==> config.mk <==
export PLATFORM = sky130hd
export DESIGN_NAME = dfs_cw_ctrl
export DESIGN_NICKNAME = d
export VERILOG_FILES = /design/src/sv/dfs_cw_pkg.sv /design/src/sv/dfs_cw_ctrl.sv
export SDC_FILE = /design/constraint.sdc
export NUM_CORES = 1
export LEC_CHECK = 0
export BUFFER_PORTS_ARGS = -buffer_cell sky130_fd_sc_hd__buf_2
export CAP_MARGIN = 20
export CORE_MARGIN = 2
export CORE_UTILIZATION = 45
export DETAILED_ROUTE_END_ITERATION = 8
export PLACE_DENSITY = 0.77
export SLEW_MARGIN = 15
export SYNTH_ARGS = -nofsm -noshare
export SYNTH_HDL_FRONTEND = slang
export SYNTH_SLANG_ARGS = --single-unit
==> constraint.sdc <==
create_clock -name clk -period 1.8 [get_ports clk]
set_input_delay 0 -clock clk [delete_from_list [all_inputs] [get_ports clk]]
set_output_delay 0 -clock clk [all_outputs]
set_load 0.01 [all_outputs]
==> src/sv/dfs_cw_pkg.sv <==
// Package with the sizes, codes and control types of the depth-first component walker.
package dfs_cw_pkg;

    localparam int MAX_NODES   = 1024;
    localparam int MAX_EDGES   = 4096;
    localparam int ENTRY_SLOTS = 2 * MAX_EDGES;
    localparam int NODE_SLOTS  = MAX_NODES + 1;

    localparam int NODE_W = 11;
    localparam int PTR_W  = 14;
    localparam int ENT_AW = 13;
    localparam int STK_AW = 10;
    localparam int OP_W   = 2;
    localparam int STAT_W = 2;
    localparam int APB_AW = 2;
    localparam int APB_DW = 32;

    localparam logic [OP_W-1:0] OP_ADD_EDGE = 2'd0;
    localparam logic [OP_W-1:0] OP_NEXT     = 2'd1;
    localparam logic [OP_W-1:0] OP_CLEAR    = 2'd2;

    localparam logic [STAT_W-1:0] ST_OK    = 2'd0;
    localparam logic [STAT_W-1:0] ST_FULL  = 2'd1;
    localparam logic [STAT_W-1:0] ST_RANGE = 2'd2;

    typedef enum logic [3:0] {
        S_CLR_BOOT,
        S_IDLE,
        S_CLR_INIT,
        S_CLR,
        S_E_CHK,
        S_E_A0,
        S_E_B0,
        S_E_A1,
        S_E_B1,
        S_POP_CHK,
        S_CUR_EVAL,
        S_ENT_USE,
        S_SEEN_P,
        S_SEEN_S,
        S_PUSH,
        S_FIN
    } state_t;

    typedef struct packed {
        logic item_load;
        logic clr_init;
        logic clr_step;
        logic edge_rd;
        logic edge_wr;
        logic edge_side;
        logic cur_rd;
        logic pop;
        logic ent_rd;
        logic ent_use;
        logic scan_rd;
        logic visit;
        logic set_start;
        logic push;
        logic set_done;
        logic set_range;
        logic set_full;
        logic out_load;
    } dp_cmd_t;

    typedef struct packed {
        logic [OP_W-1:0] opcode;
        logic            bad_range;
        logic            full;
        logic            depth_zero;
        logic            cursor_zero;
        logic            seen;
        logic            scan_ok;
        logic            clr_last;
    } dp_stat_t;

endpackage

==> src/sv/dfs_cw_ctrl.sv <==
// Controller state machine that sequences edge loads, walk steps and clearing passes.
module dfs_cw_ctrl import dfs_cw_pkg::*;
(
    input  logic     clk,
    input  logic     rst_n,
    input  logic     in_valid,
    output logic     in_ready,
    output logic     out_valid,
    input  logic     out_ready,
    input  dp_stat_t stat,
    output dp_cmd_t  cmd
);

    state_t state_reg, state_next;
    logic   out_valid_reg, out_valid_next;
    logic   out_free;

    assign out_free  = !out_valid_reg || out_ready;
    assign in_ready  = state_reg == S_IDLE;
    assign out_valid = out_valid_reg;

    always_comb
    begin
        state_next = state_reg;
        unique case (state_reg)
            S_CLR_BOOT:
                if (stat.clr_last)
                    state_next = S_IDLE;
            S_IDLE:
                if (in_valid)
                begin
                    unique case (stat.opcode)
                        OP_ADD_EDGE: state_next = S_E_CHK;
                        OP_NEXT:     state_next = S_POP_CHK;
                        OP_CLEAR:    state_next = S_CLR_INIT;
                        default:     state_next = S_FIN;
                    endcase
                end
            S_CLR_INIT:
                state_next = S_CLR;
            S_CLR:
                if (stat.clr_last)
                    state_next = S_FIN;
            S_E_CHK:
                state_next = (stat.bad_range || stat.full) ? S_FIN : S_E_A0;
            S_E_A0:
                state_next = S_E_B0;
            S_E_B0:
                state_next = S_E_A1;
            S_E_A1:
                state_next = S_E_B1;
            S_E_B1:
                state_next = S_FIN;
            S_POP_CHK:
                state_next = stat.depth_zero ? S_SEEN_S : S_CUR_EVAL;
            S_CUR_EVAL:
                state_next = stat.cursor_zero ? S_POP_CHK : S_ENT_USE;
            S_ENT_USE:
                state_next = S_SEEN_P;
            S_SEEN_P:
                state_next = stat.seen ? S_POP_CHK : S_PUSH;
            S_SEEN_S:
                state_next = S_PUSH;
            S_PUSH:
                state_next = S_FIN;
            S_FIN:
                if (out_free)
                    state_next = S_IDLE;
            default:
                state_next = S_IDLE;
        endcase
        if (state_reg == S_SEEN_S)
        begin
            state_next = S_SEEN_S;
        end
    end

    // The root scan shares S_SEEN_S: a scan read is issued there, which leaves a candidate
    // pending, and its seen bit is judged in the cycle after.
    logic scan_pend_reg, scan_pend_next;
    state_t scan_state_next;

    always_comb
    begin
        scan_pend_next  = 1'b0;
        scan_state_next = S_SEEN_S;
        if (scan_pend_reg && !stat.seen)
            scan_state_next = S_PUSH;
        else if (stat.scan_ok)
            scan_pend_next = 1'b1;
        else
            scan_state_next = S_FIN;
    end

    state_t state_final;

    always_comb
    begin
        state_final = state_next;
        if (state_reg == S_SEEN_S)
            state_final = scan_state_next;
    end

    always_comb
    begin
        cmd = '0;
        unique case (state_reg)
            S_CLR_BOOT:
                cmd.clr_step = 1'b1;
            S_IDLE:
                cmd.item_load = in_valid;
            S_CLR_INIT:
                cmd.clr_init = 1'b1;
            S_CLR:
                cmd.clr_step = 1'b1;
            S_E_CHK:
            begin
                cmd.set_range = stat.bad_range;
                cmd.set_full  = !stat.bad_range && stat.full;
            end
            S_E_A0:
                cmd.edge_rd = 1'b1;
            S_E_B0:
                cmd.edge_wr = 1'b1;
            S_E_A1:
            begin
                cmd.edge_rd   = 1'b1;
                cmd.edge_side = 1'b1;
            end
            S_E_B1:
            begin
                cmd.edge_wr   = 1'b1;
                cmd.edge_side = 1'b1;
            end
            S_POP_CHK:
                cmd.cur_rd = !stat.depth_zero;
            S_CUR_EVAL:
            begin
                cmd.pop    = stat.cursor_zero;
                cmd.ent_rd = !stat.cursor_zero;
            end
            S_ENT_USE:
                cmd.ent_use = 1'b1;
            S_SEEN_P:
                cmd.visit = !stat.seen;
            S_SEEN_S:
            begin
                if (scan_pend_reg && !stat.seen)
                begin
                    cmd.visit     = 1'b1;
                    cmd.set_start = 1'b1;
                end
                else if (stat.scan_ok)
                    cmd.scan_rd = 1'b1;
                else
                    cmd.set_done = 1'b1;
            end
            S_PUSH:
                cmd.push = 1'b1;
            S_FIN:
                cmd.out_load = out_free;
            default:
                cmd = '0;
        endcase
    end

    always_comb
    begin
        out_valid_next = out_valid_reg;
        if (cmd.out_load)
            out_valid_next = 1'b1;
        else if (out_ready)
            out_valid_next = 1'b0;
    end

    always_ff @(posedge clk or negedge rst_n)
    begin
        if (!rst_n)
        begin
            state_reg     <= S_CLR_BOOT;
            out_valid_reg <= 1'b0;
            scan_pend_reg <= 1'b0;
        end
        else
        begin
            state_reg     <= state_final;
            out_valid_reg <= out_valid_next;
            scan_pend_reg <= (state_reg == S_SEEN_S) ? scan_pend_next : 1'b0;
        end
    end

endmodule

==> summary.txt <==
Status
  – Result of the run: completed

Min path
  – Hold WC Path Type: input pin to flip-flop
  – Depth of the worst hold-timing path: 2

Pwr
  – Pleak: 0.4954 nW
  – Final Total Pwr: 1.448 mW
  – IR Drop Worst-Case VDD: 0.5395 mV
  – Power density over the cells: approximately 1600 nW/µm²

Drt
  – Number of DRC markers after the initial detailed-route iteration: 8
  – Drt drc: 0
  – Routed vias/inst: 5.601
  – Total Routed Length: ~1900 µm
  – Detailed-routing iteration count for the pre-antenna-repair pass: 4
  – Post-DRT Antenna Nets: 0
  – Number of vias in the routed layout: roughly 800
  – Average wire per standard cell: around 13 µm

Clock tree
  – Clk sinks: 6
  – Clock-pin slew on the worst setup and hold paths: 0.04 ns
  – TritonCTS clock tree: built
  – Total clock buffers created by CTS: 3
  – Library cell used as clock root buffer: clkbuf_4
  – H-tree level count: 1
  – Clock latency at the later pin of the worst-skew pair: 0.25 ns
  – Total setup buffers inserted after CTS: 0
  – Maximum count of clock buffers along a single path: 2

Timing
  – Period minus WS final: 1.609 ns
  – Actual slew at the worst max-slew pin: 0.3536 ns
  – Setup repair after global routing missed its margin: no
  – Worst-case clock skew: 0.004936 ns
  – Final setup viols: 0
  – Fin. Hold Viols: 0
  – Max Slew Vio Count: 0
  – Final worst-path setup slack: 0.1907 ns
  – Fin Hold WS: 0.04949 ns
  – Maximum achievable frequency: 621.4 MHz
  – Worst slew margin relative to its limit: about three quarters
  – Share of the cycle needed by the critical path after routing: 89.41%
  – Post-route setup TNS: 0 ns

Die
  – Initial Utilization: 47.51%
  – Width of the die: ~44 µm
  – Core Footprint: 1506 µm²
  – Area of the die: 1925 µm²
  – Std cell rows: 14
  – I/O pin cnt: 33
  – Y dimension of the die: 43.88 µm

Logic synthesis
  – Multiplexer share of the synthesized area: 0%
  – Yosys warns: 0
  – Most common cell in the netlist: nor2_1
  – Syn_area_per_cell: 7.696 µm²
  – Share of synthesized flip-flops with an asynchronous set or reset: 100.0%
  – Most numerous cell types in the synthesized netlist: nor2_1, inv_1, nor3_1
  – Simple-gate area share of the yosys netlist: roughly 40%
  – Distinct cell type count of the synthesized netlist: 34
  – Proportion of synthesized chip area in sequential cells: 20.98%
  – Synthesis-stage register bit count: 6
  – Combinational family with the most area after synthesis: simple AND/OR/NAND/NOR gates
  – Post-synthesis cell type with the largest combined area: dfrtp_1
  – Top post-synthesis cells by area: dfrtp_1, nor2_1, nor3_1
  – Top-area cell type share of the netlist area: 20.98%
  – Xor/xnor share of the synthesized area: 1.224%
  – Area share of fa/ha/maj cells after synthesis: 5.245%
  – Compound-cell area share of the yosys netlist: 22.90%
  – Primary FF master, synth: dfrtp_1
  – Number of standard cells after synthesis: 93
  – Mapped cell area: 715.7 µm²
  – Number of flops mapped to enable cells by yosys: 0
  – Post-Syn Nets: about 110

Critical path
  – Path length in cells of the critical path: 3
  – Critical path's largest stage delay: 0.53 ns
  – Nature of the critical path startpoint: flip-flop
  – Type of element capturing the critical path: output port
  – Register-to-Register Path Depth: 5
  – Slowest-stage cell, CP: dfrtp_2
  – Critical-path cell list: nand2_2 -> a2111oi_2 -> buf_2
  – CP Class: flip-flop to output port
  – Maximum net fanout on the critical path: 12
  – CP Buf/Inv Count: 1
  – Data arrival time of the worst path: 1.61 ns
  – Required time worst endpoint: 1.80 ns
  – Cell type group with the largest total delay on the critical path: flip-flops

Run
  – Count of max-cap constraint violations: 0

Place
  – Hpwl dp: 1421 µm
  – Placer's final routability congestion estimate: 0.8292
  – Total of buffers placed on input and output ports: 32
  – Worst-case setup slack after placement: 0.1465 ns

Final layout
  – Area growth from synthesis to layout: 28.15%
  – Largest register FFs: 4
  – Fraction of final layout cells sized beyond drive strength 1: 42.52%
  – Final net count: between 100 and 150
  – Antenna diode count: 0

Global route
  – Global-route wire length before repair: between 2000 and 3000 µm
  – Number of global-route vias before repair: 676
  – Total routing usage reported by global routing: 20.36%
  – Largest net degree at the start of global routing: 14
  – Antenna violations before repair: 0
  – Final global-route overflow total: 0
path summary, 6_finish.rpt:
path,from,endpoint,slack (ns)
max in group asynchronous,rst_n,state_reg[1]$_DFFE_PN0P_,1.52
worst max register to register,state_reg[1]$_DFFE_PN0P_,state_reg[1]$_DFFE_PN0P_,0.22
worst min-delay path,stat[1],scan_pend_reg$_DFF_PN0_,0.05
worst max-delay path,state_reg[3]$_DFFE_PN0P_,cmd[6],0.19
min in group asynchronous,rst_n,out_valid$_DFFE_PN0P_,0.12
worst min register to register,scan_pend_reg$_DFF_PN0_,state_reg[0]$_DFFE_PN0P_,0.69
worst register-to-register path: stages (launching register included):
cell	delay (ns)
dfrtp_2	0.47
nand2b_2	0.27
a32o_1	0.29
a21oi_4	0.20
nand2b_1	0.09
o22ai_1	0.16
layer usage:
metal / part of all wire (%) / up-vias / track usage (%)
met5: 0 / - / 0
met4: 0.31 / 0 / 5.455
met3: 6.3 / 2 / 6.667
met2: 47 / 24 / 31.47
met1: 46 / 379 / 27.16
li1: - / 396 / -
timing repair:
| item | in CTS | in global routing |
|---|---|---|
| resized for setup | 0 | 5 |
| endpoints found under the setup margin | 0 | 4 |
| endpoints found under the hold margin | 6 | 0 |
| hold buffers | 1 | 0 |
cell type report:
class                      instances  area (µm²)
clock buffer                       3       22.52
fill                             139       589.3
inverter                           9       33.78
multi-input combinational         73       493.0
sequential                         6       155.1
tap                               16       20.02
timing repair buffer              36       192.7
kinds of logic after synthesis:
family	count (synthesis)
XOR/XNOR	1
flip-flops	6
buffers and inverters	14
AO/OA/AOI/OAI	21
adder cells (fa/ha/maj)	3
AND/OR/NAND/NOR	48
layout by cell type, fill, tap and decap left out, drive strengths merged, types with 2 or more instances in the layout:
master / n
or2: 2
nor2b: 3
a21oi: 5
nand2: 7
and2: 2
o221ai: 3
and3: 2
nand2b: 6
buf: 35
ha: 3
nor2: 14
nor3: 8
o21ai: 4
o22ai: 3
dfrtp: 6
clkbuf: 3
a31oi: 2
inv: 9
report_power, final:
part / total [mW] / internal, mW / leakage [nW] / switching (mW)
combinational: 0.944 / 0.425 / 0.414 / 0.519
sequential: 0.381 / 0.209 / 0.0677 / 0.172
clock: 0.123 / 0.0754 / 0.0138 / 0.0480
through the flow:
stage	cells	cell area, µm²	utilization, %
finish	143	917.1	60.88
global placement	139	877.1	58.22
global route	143	917.1	60.88
detailed placement	139	877.1	58.22
floorplan	93	715.7	-
CTS	143	909.6	60.38
(Power assumes the default switching activity.)
